$ cat src/iol_pkg.sv
`timescale 1ns / 1ps
`default_nettype none
// ----------------------------------------------------------------------------
// iol_pkg
// Types and constants shared by the indexed ordered list controller,
// datapath and top level.
// ----------------------------------------------------------------------------
package iol_pkg;

  localparam int unsigned CAPACITY = 64;
  localparam int unsigned ADDR_W   = $clog2(CAPACITY);
  localparam int unsigned CNT_W    = $clog2(CAPACITY + 1);
  localparam int unsigned IDX_W    = 7;
  localparam int unsigned DATA_W   = 32;
  localparam int unsigned REQ_W    = 3;
  localparam int unsigned STAT_W   = 2;

  typedef enum logic [REQ_W-1:0] {
    REQ_APPEND   = 3'd0,
    REQ_INSERT   = 3'd1,
    REQ_REMOVE   = 3'd2,
    REQ_READ     = 3'd3,
    REQ_WRITE    = 3'd4,
    REQ_POP_AT   = 3'd5,
    REQ_POP_LAST = 3'd6
  } req_e;

  typedef enum logic [STAT_W-1:0] {
    ST_OK    = 2'd0,
    ST_RANGE = 2'd1,
    ST_FULL  = 2'd2
  } status_e;

  typedef enum logic [1:0] {
    RA_IDX,
    RA_LAST,
    RA_NEXT
  } rd_sel_e;

  typedef enum logic [1:0] {
    WA_TAIL,
    WA_IDX,
    WA_PTR
  } wr_sel_e;

  typedef enum logic [2:0] {
    S_IDLE,
    S_DECODE,
    S_FETCH,
    S_SHIFT_RD,
    S_SHIFT_WR,
    S_DONE
  } ctrl_state_e;

  typedef struct packed {
    logic    load_in;
    logic    chk;
    logic    rd_en;
    rd_sel_e rd_sel;
    logic    wr_en;
    wr_sel_e wr_sel;
    logic    ptr_init;
    logic    ptr_step;
    logic    grab;
    logic    cnt_inc;
    logic    cnt_dec;
    logic    out_load;
  } cmd_t;

  typedef struct packed {
    req_e    req;
    status_e err;
    logic    more;
    logic    out_free;
  } dp_stat_t;

endpackage
`default_nettype wire

$ cat src/iol_datapath.sv
`timescale 1ns / 1ps
`default_nettype none
// ----------------------------------------------------------------------------
// iol_datapath
// Entry memory, request registers, length counter, shift pointer and
// output register of the indexed ordered list.
// ----------------------------------------------------------------------------
module iol_datapath
  import iol_pkg::*;
(
  input  wire  logic                     clk_i,
  input  wire  logic                     rst_ni,
  input  wire  cmd_t                     cmd_i,
  output dp_stat_t                       stat_o,
  input  wire  logic [REQ_W-1:0]         req_type_i,
  input  wire  logic [IDX_W-1:0]         index_i,
  input  wire  logic signed [DATA_W-1:0] value_i,
  output logic                           out_valid_o,
  input  wire  logic                     out_ready_i,
  output logic signed [DATA_W-1:0]       data_o,
  output logic [CNT_W-1:0]               length_o,
  output logic [STAT_W-1:0]              status_o
);

  logic [DATA_W-1:0] mem [CAPACITY];
  logic [DATA_W-1:0] rd_data_q;

  req_e              req_q;
  logic [IDX_W-1:0]  idx_q;
  logic [DATA_W-1:0] val_q;
  logic [CNT_W-1:0]  count_q, count_d;
  logic [CNT_W-1:0]  ptr_q, ptr_d;
  logic [DATA_W-1:0] res_q, res_d;
  status_e           stat_q;
  status_e           err;

  logic              up;
  logic [CNT_W-1:0]  nbr;
  logic [ADDR_W-1:0] rd_addr, wr_addr;
  logic [DATA_W-1:0] wr_data;
  logic              out_valid_q;
  logic signed [DATA_W-1:0] data_q;
  logic [CNT_W-1:0]  length_q;
  logic [STAT_W-1:0] status_q;

  assign up  = (req_q == REQ_INSERT);
  assign nbr = up ? (ptr_q - CNT_W'(1)) : (ptr_q + CNT_W'(1));

  always_comb begin
    err = ST_OK;
    case (req_q)
      REQ_APPEND: begin
        if (count_q >= CNT_W'(CAPACITY)) err = ST_FULL;
      end
      REQ_INSERT: begin
        if ({1'b0, idx_q} > {1'b0, count_q}) err = ST_RANGE;
        else if (count_q >= CNT_W'(CAPACITY)) err = ST_FULL;
      end
      REQ_REMOVE, REQ_READ, REQ_WRITE, REQ_POP_AT: begin
        if ({1'b0, idx_q} >= {1'b0, count_q}) err = ST_RANGE;
      end
      REQ_POP_LAST: begin
        if (count_q == '0) err = ST_RANGE;
      end
      default: err = ST_OK;
    endcase
  end

  always_comb begin
    case (cmd_i.rd_sel)
      RA_IDX:  rd_addr = idx_q[ADDR_W-1:0];
      RA_LAST: rd_addr = ADDR_W'(count_q - CNT_W'(1));
      RA_NEXT: rd_addr = nbr[ADDR_W-1:0];
      default: rd_addr = idx_q[ADDR_W-1:0];
    endcase
    case (cmd_i.wr_sel)
      WA_TAIL: begin
        wr_addr = count_q[ADDR_W-1:0];
        wr_data = val_q;
      end
      WA_IDX: begin
        wr_addr = idx_q[ADDR_W-1:0];
        wr_data = val_q;
      end
      WA_PTR: begin
        wr_addr = ptr_q[ADDR_W-1:0];
        wr_data = rd_data_q;
      end
      default: begin
        wr_addr = idx_q[ADDR_W-1:0];
        wr_data = val_q;
      end
    endcase
  end

  always_ff @(posedge clk_i) begin
    if (cmd_i.wr_en) mem[wr_addr] <= wr_data;
    if (cmd_i.rd_en) rd_data_q <= mem[rd_addr];
  end

  always_comb begin
    count_d = count_q;
    if (cmd_i.cnt_inc) count_d = count_q + CNT_W'(1);
    else if (cmd_i.cnt_dec) count_d = count_q - CNT_W'(1);

    ptr_d = ptr_q;
    if (cmd_i.ptr_init) ptr_d = up ? count_q : CNT_W'(idx_q);
    else if (cmd_i.ptr_step) ptr_d = nbr;

    res_d = res_q;
    if (cmd_i.load_in) res_d = '0;
    else if (cmd_i.grab) res_d = rd_data_q;
  end

  always_ff @(posedge clk_i or negedge rst_ni) begin
    if (!rst_ni) begin
      count_q     <= '0;
      out_valid_q <= 1'b0;
    end else begin
      count_q <= count_d;
      if (cmd_i.out_load) out_valid_q <= 1'b1;
      else if (out_ready_i) out_valid_q <= 1'b0;
    end
  end

  always_ff @(posedge clk_i) begin
    if (cmd_i.load_in) begin
      req_q <= req_e'(req_type_i);
      idx_q <= index_i;
      val_q <= value_i;
    end
    if (cmd_i.chk) stat_q <= err;
    ptr_q <= ptr_d;
    res_q <= res_d;
    if (cmd_i.out_load) begin
      data_q   <= res_q;
      length_q <= count_q;
      status_q <= stat_q;
    end
  end

  assign stat_o.req      = req_q;
  assign stat_o.err      = err;
  assign stat_o.more     = up ? (ptr_q > CNT_W'(idx_q)) : ((ptr_q + CNT_W'(1)) < count_q);
  assign stat_o.out_free = !out_valid_q || out_ready_i;

  assign out_valid_o = out_valid_q;
  assign data_o      = data_q;
  assign length_o    = length_q;
  assign status_o    = status_q;

endmodule
`default_nettype wire

$ cat src/iol_ctrl.sv
`timescale 1ns / 1ps
`default_nettype none
// ----------------------------------------------------------------------------
// iol_ctrl
// Request sequencer: checks the request, steps the entry shift one entry
// per read/write pair, and hands the result to the output register.
// ----------------------------------------------------------------------------
module iol_ctrl
  import iol_pkg::*;
(
  input  wire  logic     clk_i,
  input  wire  logic     rst_ni,
  input  wire  logic     in_valid_i,
  output logic           in_ready_o,
  input  wire  dp_stat_t stat_i,
  output cmd_t           cmd_o
);

  ctrl_state_e state_q, state_d;

  always_ff @(posedge clk_i or negedge rst_ni) begin
    if (!rst_ni) begin
      state_q <= S_IDLE;
    end else begin
      state_q <= state_d;
    end
  end

  always_comb begin
    state_d    = state_q;
    cmd_o      = '0;
    in_ready_o = 1'b0;
    case (state_q)
      S_IDLE: begin
        in_ready_o = 1'b1;
        if (in_valid_i) begin
          cmd_o.load_in = 1'b1;
          state_d       = S_DECODE;
        end
      end
      S_DECODE: begin
        cmd_o.chk = 1'b1;
        if (stat_i.err != ST_OK) begin
          state_d = S_DONE;
        end else begin
          case (stat_i.req)
            REQ_APPEND: begin
              cmd_o.wr_en   = 1'b1;
              cmd_o.wr_sel  = WA_TAIL;
              cmd_o.cnt_inc = 1'b1;
              state_d       = S_DONE;
            end
            REQ_WRITE: begin
              cmd_o.wr_en  = 1'b1;
              cmd_o.wr_sel = WA_IDX;
              state_d      = S_DONE;
            end
            REQ_READ, REQ_POP_AT: begin
              cmd_o.rd_en  = 1'b1;
              cmd_o.rd_sel = RA_IDX;
              state_d      = S_FETCH;
            end
            REQ_POP_LAST: begin
              cmd_o.rd_en  = 1'b1;
              cmd_o.rd_sel = RA_LAST;
              state_d      = S_FETCH;
            end
            REQ_INSERT, REQ_REMOVE: begin
              cmd_o.ptr_init = 1'b1;
              state_d        = S_SHIFT_RD;
            end
            default: state_d = S_DONE;
          endcase
        end
      end
      S_FETCH: begin
        cmd_o.grab = 1'b1;
        case (stat_i.req)
          REQ_POP_LAST: begin
            cmd_o.cnt_dec = 1'b1;
            state_d       = S_DONE;
          end
          REQ_POP_AT: begin
            cmd_o.ptr_init = 1'b1;
            state_d        = S_SHIFT_RD;
          end
          default: state_d = S_DONE;
        endcase
      end
      S_SHIFT_RD: begin
        if (stat_i.more) begin
          cmd_o.rd_en  = 1'b1;
          cmd_o.rd_sel = RA_NEXT;
          state_d      = S_SHIFT_WR;
        end else if (stat_i.req == REQ_INSERT) begin
          cmd_o.wr_en   = 1'b1;
          cmd_o.wr_sel  = WA_IDX;
          cmd_o.cnt_inc = 1'b1;
          state_d       = S_DONE;
        end else begin
          cmd_o.cnt_dec = 1'b1;
          state_d       = S_DONE;
        end
      end
      S_SHIFT_WR: begin
        cmd_o.wr_en    = 1'b1;
        cmd_o.wr_sel   = WA_PTR;
        cmd_o.ptr_step = 1'b1;
        state_d        = S_SHIFT_RD;
      end
      S_DONE: begin
        if (stat_i.out_free) begin
          cmd_o.out_load = 1'b1;
          state_d        = S_IDLE;
        end
      end
      default: state_d = S_IDLE;
    endcase
  end

endmodule
`default_nettype wire

$ cat src/indexed_ordered_list_unit.sv
`timescale 1ns / 1ps
`default_nettype none
// ----------------------------------------------------------------------------
// indexed_ordered_list_unit
// Ordered list of up to 64 signed 32-bit entries with indexed access.
// Input channel (in_valid_i/in_ready_o) carries req_type, index, value;
// output channel (out_valid_o/out_ready_i) returns data, length, status,
// one result transfer per request transfer, in order.
// Requests run one at a time. Append, write, unknown and rejected requests
// go from decode straight to done; read and pop last pass through a fetch;
// insert and remove step the entry shift, and pop at index fetches and then
// shifts. Each moved entry takes a read (S_SHIFT_RD) and then a write
// (S_SHIFT_WR), since the read data is registered before it is written back.
// The next request is taken in the cycle after a result loads.
// A new request is taken once the previous result sits in the output
// register, even if the receiver has not taken it yet; if the receiver
// stalls, the next result waits in the sequencer until the register frees.
// Reset empties the list (length zero) and drops any pending result;
// entry memory contents are not cleared, so no clearing pass is needed.
// ----------------------------------------------------------------------------
module indexed_ordered_list_unit
  import iol_pkg::*;
(
  input  wire  logic                     clk_i,
  input  wire  logic                     rst_ni,
  input  wire  logic                     in_valid_i,
  output logic                           in_ready_o,
  input  wire  logic [REQ_W-1:0]         req_type_i,
  input  wire  logic [IDX_W-1:0]         index_i,
  input  wire  logic signed [DATA_W-1:0] value_i,
  output logic                           out_valid_o,
  input  wire  logic                     out_ready_i,
  output logic signed [DATA_W-1:0]       data_o,
  output logic [CNT_W-1:0]               length_o,
  output logic [STAT_W-1:0]              status_o
);

  cmd_t     cmd;
  dp_stat_t stat;

  iol_ctrl u_ctrl (
    .clk_i      (clk_i),
    .rst_ni     (rst_ni),
    .in_valid_i (in_valid_i),
    .in_ready_o (in_ready_o),
    .stat_i     (stat),
    .cmd_o      (cmd)
  );

  iol_datapath u_datapath (
    .clk_i       (clk_i),
    .rst_ni      (rst_ni),
    .cmd_i       (cmd),
    .stat_o      (stat),
    .req_type_i  (req_type_i),
    .index_i     (index_i),
    .value_i     (value_i),
    .out_valid_o (out_valid_o),
    .out_ready_i (out_ready_i),
    .data_o      (data_o),
    .length_o    (length_o),
    .status_o    (status_o)
  );

endmodule
`default_nettype wire

$ cat config.mk
export PLATFORM = sky130hd
export DESIGN_NAME = indexed_ordered_list_unit
export DESIGN_NICKNAME = d
export VERILOG_FILES = /design/src/iol_pkg.sv /design/src/iol_datapath.sv /design/src/iol_ctrl.sv /design/src/indexed_ordered_list_unit.sv
export SDC_FILE = /design/constraint.sdc
export NUM_CORES = 2
export LEC_CHECK = 0
export BUFFER_PORTS_ARGS = -buffer_cell sky130_fd_sc_hd__buf_2
export CAP_MARGIN = 20
export CORE_UTILIZATION = 40
export CTS_CLUSTER_SIZE = 30
export DETAILED_ROUTE_END_ITERATION = 8
export PLACE_DENSITY_LB_ADDON = 0.12
export SLEW_MARGIN = 25
export SYNTH_ARGS = -nofsm -noshare
export SYNTH_HDL_FRONTEND = slang
export SYNTH_HIERARCHICAL = 1
export SYNTH_SLANG_ARGS = --single-unit
$ cat constraint.sdc
create_clock -name clk_i -period 6.3 [get_ports clk_i]
set_input_delay 1.26 -clock clk_i [delete_from_list [all_inputs] [get_ports clk_i]]
set_output_delay 1.26 -clock clk_i [all_outputs]
set_load 0.05 [all_outputs]
### Yosys cells after proc, flatten, opt, wreduce, memory -nomap -nowiden

Memory sizes are Yosys's and may differ from the RTL's. A register that Yosys moved wholly into a read port is not among the register bits.
Cells that the tools add are included.

| word-level totals | value |
|---|---|
| flip-flop bits (word level) | 135 |
| latch bits | 0 |
| RAM bits | 2,048 |
| memory bits (read-only) | 0 |
| input bits | 46 |
| logic and storage cells | 106 |
| memories kept | 1 |

Memory list:

| memory | depth | bits a word | rd ports | clocked after Yosys merged registers in | write ports | line | RTL |
|---|---|---|---|---|---|---|---|
| u_datapath.mem | 64 | 32 | 1 | 1 | 1 | iol_datapath.sv:25 | `logic [DATA_W-1:0] mem [CAPACITY];` |

| operators by class | value |
|---|---|
| add/subtract/negate cells | 4 |
| multiply operators | 0 |
| divide/modulo/power cells | 0 |
| $lt $le $gt $ge | 5 |
| eq/ne operators | 16 |
| shift-type cells | 0 |
| mux-type cells | 53 |
| bitwise gates (word level) | 0 |
| reduce and logical (&&, ||, !) cells | 15 |

Operator list:

| cell | number |
|---|---|
| two-way mux 7 bit | 7 |
| two-way mux 32 bit | 1 |
| case mux 3 bit (2 select lines) | 4 |
| case mux 6 bit (2 select lines) | 2 |
| two-way mux 1 bit | 23 |
| two-way mux 3 bit | 7 |
| case mux 3 bit (6 select lines) | 1 |
| == test 3 bit (second input constant) | 5 |
| adder 7 x 1 -> 7 bit (second input constant) | 2 |
| greater-than comparator 7 bit | 2 |
| subtractor 7 x 1 -> 7 bit (second input constant) | 2 |
| == test 3 x 2 -> 1 bit (second input constant) | 4 |
| case mux 3 bit (3 select lines) | 1 |
| case mux 2 bit (4 select lines) | 1 |
| nonzero test 2 bit | 4 |
| greater-or-equal comparator 7 bit | 1 |
| greater-or-equal comparator 7 bit (second input constant) | 1 |
| zero test 7 bit | 1 |
| less-than comparator 7 bit | 1 |
| == test 3 x 1 -> 1 bit (second input constant) | 2 |
| zero test 3 bit | 2 |
| two-way mux 2 bit | 3 |
| case mux 1 bit (2 select lines) | 3 |
| == test 2 bit (second input constant) | 2 |
| other kinds (9) | 11 |

### Longest topological paths before layout

| logic depth | value |
|---|---|
| word-level depth | 9 |
| mapped depth | 27 |
| gate-level depth less buffers | 23 |

### Modules after synthesis

Netlist, hierarchy kept.

Modules (own cells, without submodules):

| module | times used | cells each | area an instance (µm²) | seq. area each (µm²) |
|---|---|---|---|---|
| iol_datapath | 1 | 6,408 | 87,550.2 | 66,063.4 |
| iol_ctrl | 1 | 62 | 426.7 | 75.1 |

### Least setup slack after synthesis

No wires, ideal clock.

| timing path | value |
|---|---|
| kind | register to register |
| start point | reg u_datapath.ptr_q[0] |
| end point | mem u_datapath.mem[18][0], enable pin |
| setup time | 0.421 ns |
| arrival | 4.938 ns |
| data required time | 5.879 ns |
| slack | 0.941 ns |
| stages on the path, launching flop included | 20 |
| path buffers | 2 |
| clock period less this slack | 5.359 ns |
| path through | edfxtp_1 -> inv_1 -> ha_1 -> ha_1 -> a21boi_0 -> o21a_1 -> o21a_1 -> o21ai_0 -> nand2b_1 -> a21oi_1 -> nor2b_1 -> o32ai_1 -> nor3_2 -> nand3b_1 -> a21oi_1 -> clkbuf_1 -> clkbuf_1 -> o21ai_1 -> nand3_1 -> nor2_1 |

RTL lines:

| element | line | RTL |
|---|---|---|
| from (decl) | iol_datapath.sv:32 | `logic [CNT_W-1:0] ptr_q, ptr_d;` |
| from (signal assigned) | iol_datapath.sv:133 | `ptr_q <= ptr_d;` |
| to (decl) | iol_datapath.sv:25 |  |

==> impl_results.md <==
- Mapped Area: just under 0.09 sq mm
- I/O pin total: around 90
- Adder-cell area share of the yosys netlist: 0.003840
- Post-route clock period utilization: 0.9485
- Maximum buffer depth of the clock tree: 3
- Mapped Avg Cell Area: roughly 14 sq um
- Final wirelength: between 200 and 300 mm
- DR WL/cell: between 20 and 30 microns
- Hold Slack: between 0.2 and 0.3 ns
- Critical path's top delay family: compound AO/OA/AOI/OAI gates
- Max-slew headroom: 0.3858
- Worst path bufs/invs: 3
- Comb pwr share: 0.325
- Most common library cells after synthesis: 2172 x edfxtp_1, 1823 x nand2_1, 667 x nand3_1
- Synth Area in Simple Gates: 0.1484
- Pins over their slew limit: 0
- Seq cells post-synth: approximately 2200
- Status: finished, final reports clean
- Hold buffers post-CTS: 0
- Pre-Repair DR Iteration Count: 5
- Critical Path End Type: flop
- Least-Margin Pin Slew: 0.9212 ns
- Primary FF master, synth: edfxtp_1
- Finished Cell Area: slightly above 0.1 sq mm
- Final Hold Fails: 0
- Antenna violations before repair: 14
- Net Sw Power: about 0.017 W
- TritonCTS clock tree: yes
- Avg Vias per Cell: 5.706
- LEAKAGE: between 30 and 40 nW
- Global route overflow: 0
- Post-synth ARST share: 0.004966
- Share of layout cells above drive strength 1: 0.1349
- Final #Nets: 6824
- ANT nets after route: 0
- Drt initial violations: approximately 5800
- Core Footprint: around 0.22 sq mm
- Vias in the first global route: 54030
- First-pass GRT wire length: 387.1 mm
- Share of the synthesized area in the top cell type: 0.7414
- Switching Share: 0.3548
- Area post-placement: about 0.096 sq mm
- Die height: around 470 microns
- Max_cap viols: 0
- Post-synth EDFFs: 2172
- Internal power: 0.03001 W
- Die X: 471.0 microns
- RSZ-0062 raised after global routing: true
- Worst Path Arrival: about 6.6 ns
- Largest family of logic cells by synthesized area: simple AND/OR/NAND/NOR gates
- Largest net degree at the start of global routing: between 100 and 150
- DP HPWL: around 150 mm
- Core Util, Final: 0.4732
- XOR/XNOR Fraction of Synth Area: 0.001991
- Clock transition at path regs: around 0.070 ns
- Data required, critical path: just under 7 ns
- Die Area: ~0.22 sq mm
- Register share of total power: 0.398
- Sequential area share after synthesis: 0.7518
- CTS Buf Count: about 230
- P per Cell Area: around 450 mW/mm^2
- Fmax achieved: approximately 0.17 GHz
- Top cells by area, synth: edfxtp_1 74%, nand2_1 7.8%, nand3_1 3.8%
- DR DRC count: 0
- # rows: roughly 170
- Gate Count Post-Synth: ~6500
- Final clock skew: about 0.052 ns
- Startpoint types: flop
- Via count: approximately 56000
- Post-synthesis compound-gate area fraction: 0.05605
- Layout Cells excl Fill: 9807
- Final setup fails: 0
- Placed Cells: ~9400
- Clk Latency, worst-skew pair: about 0.90 ns
- Total GRT Usage: 0.2377
- Most common cell in the netlist: edfxtp_1
- Fillers: 19100
- Worst vdd ir: roughly 0.00024 V
- Minimum clock period: about 6.0 ns
- Worst path slowest cell: edfxtp_1
- Yosys top cell by area: edfxtp_1
- Pre-CTS WS: about 0.11 ns
- Worst Setup Slack, final: ~0.32 ns
- Synthesis-to-layout area growth: 17.14%
- CTS sink cnt: between 2000 and 2500
- Clock power share: 0.277
- Critical path class: flop to flop
- Mapped Nets: between 6000 and 7000
- Worst Path Max Fanout: 26
- Distinct cell type count after synthesis: 65
- Yosys warning count: 6
- Top cell by count, worst path: ha_1
- Post-synthesis mux area share: 0.01658
- Initial Util: 0.4039
- IO Port Bufs: 88
- Htree depth: 4
- Crit-path max cell delay: ~0.47 ns
- Worst min path class: primary input to async pin
- Cell Chain, Critical Path: inv_1 > ha_1 > ha_1 > a21boi_0 > o21a_1 > o21a_1 > o21ai_0 > nand2b_1 > a21oi_1 > nor2b_1 > o32ai_1 > nand2_1 > nor2_1 > ha_1 > nor2b_1 > a31oi_4 > o21a_4 > buf_12 > buf_4 > and3_1 > a311oi_1 > a311oi_1 > or3_1 > nand4_1
- Root buf cell: clkbuf_16
- RD Place Congestion: ~0.84
## worst paths after layout
path / from / to / slack, ns / cells past startpoint
max: u_datapath/ptr_q[1] / u_datapath/rd_data_q[19] / 0.32 / 24
min: rst_ni / u_ctrl/state_q[1] / 0.27 / 1
max reg2reg: u_datapath/ptr_q[1] / u_datapath/rd_data_q[19] / 0.32 / 24
min reg2reg: u_datapath/res_q[1] / u_datapath/data_o[1] / 0.43 / 0
max in group asynchronous: rst_ni / u_datapath/count_q[6] / 5.80 / 1
min in group clk_i: u_datapath/res_q[1] / u_datapath/data_o[1] / 0.43 / 0
## power groups by stage
stage / registers, W / logic [W] / clock network (W)
2_1_floorplan: 0.0188 / 0.00795 / 0
3_3_place_gp: 0.0188 / 0.0149 / 0
3_5_place_dp: 0.0188 / 0.0150 / 0
4_1_cts: 0.0185 / 0.0150 / 0.0132
5_1_grt: 0.0185 / 0.0163 / 0.0137
6_report: 0.0185 / 0.0151 / 0.0129
## per-stage QoR
| step | setup TNS (ns) | total power (W) |
|---|---|---|
| 3_5_place_dp | 0 | 0.03381 |
| 3_3_place_gp | -0.02644 | 0.03373 |
| 4_1_cts | 0 | 0.04671 |
| 6_report | 0 | 0.04652 |
| 2_1_floorplan | 0 | 0.02675 |
| 5_1_grt | -0.05331 | 0.04853 |
## sequential cells by signal (all words and copies together), names as in the netlist
| signal | flops |
|---|---|
| u_datapath/mem | 2048 |
| u_datapath/length_o | 7 |
| u_datapath/req_q | 3 |
| u_datapath/rd_data_q | 32 |
| u_datapath/val_q | 32 |
| u_ctrl/state_q | 3 |
| u_datapath/stat_q | 2 |
| u_datapath/status_o | 2 |
| u_datapath/count_q | 7 |
| u_datapath/idx_q | 7 |
| u_datapath/res_q | 32 |
| u_datapath/data_o | 32 |
| u_datapath/ptr_q | 7 |
| u_datapath/out_valid_o | 1 |
## layout make-up
cell class                 count  area [sq um]  share of cell area
inverter                      27         101.3           0.0009834
tap                         2854          3571             0.03465
antenna                        7         17.52           0.0001700
sequential                  2215         66140              0.6418
multi-input combinational   3783         20640              0.2003
clock inverter               117         955.9            0.009275
clock buffer                 308          6107             0.05926
timing repair buffer         496          5529             0.05365
## what timing repair did
action,CTS,global route
endpoints found under the hold margin,0,0
setup buffers,0,9
resized for setup,0,16
endpoints found under the setup margin,0,22
## per-layer routing
layer  share of wire  routed length (microns)  vias to the layer above  GRT usage
met5               0                        0                        -          0
met4           0.024                     6327                        0    0.06386
met3           0.061                    16180                      329    0.03610
met2            0.47                   124400                     1695     0.3724
met1            0.45                   120000                    29090     0.3441
li1                -                        -                    24850          -
## worst register-to-register path, cell delays in order (launching register included)
cell and delay (ns):
edfxtp_1 0.47, inv_1 0.10, ha_1 0.34, ha_1 0.28
a21boi_0 0.12, o21a_1 0.20, o21a_1 0.16, o21ai_0 0.15
nand2b_1 0.08, a21oi_1 0.18, nor2b_1 0.06, o32ai_1 0.29
nand2_1 0.16, nor2_1 0.21, ha_1 0.32, nor2b_1 0.19
a31oi_4 0.33, o21a_4 0.35, buf_12 0.27, buf_4 0.35
and3_1 0.22, a311oi_1 0.05, a311oi_1 0.33, or3_1 0.35
nand4_1 0.13
## cells by family (layout without fill, tap and decap cells)
kind of cell,Yosys count,in the layout
flip-flops,2215,2215
XOR/XNOR,20,20
other,0,7
buffers and inverters,473,948
AO/OA/AOI/OAI,599,600
multiplexers,140,140
adder cells (fa/ha/maj),27,27
AND/OR/NAND/NOR,2996,2996
## placed cells by master (no fill, tap or decap), types with 14 or more instances in the layout
cell type / count
clkinv_1: 43
o211ai_1: 70
o21ai_0: 22
edfxtp_1: 2172
a22oi_1: 67
a311oi_1: 281
clkinv_2: 48
o311ai_0: 50
or3_1: 34
xnor2_1: 15
nor2_1: 58
buf_4: 247
nand4_1: 66
mux2_2: 33
ha_1: 27
nand2b_1: 14
a311o_1: 32
inv_1: 25
a21oi_1: 14
buf_2: 88
and3_1: 226
clkbuf_1: 71
buf_12: 157
nand2_1: 1822
clkbuf_16: 230
mux2i_1: 106
dfxtp_1: 32
nor2_4: 69
nand3_1: 667
(Power assumes the default switching activity.)
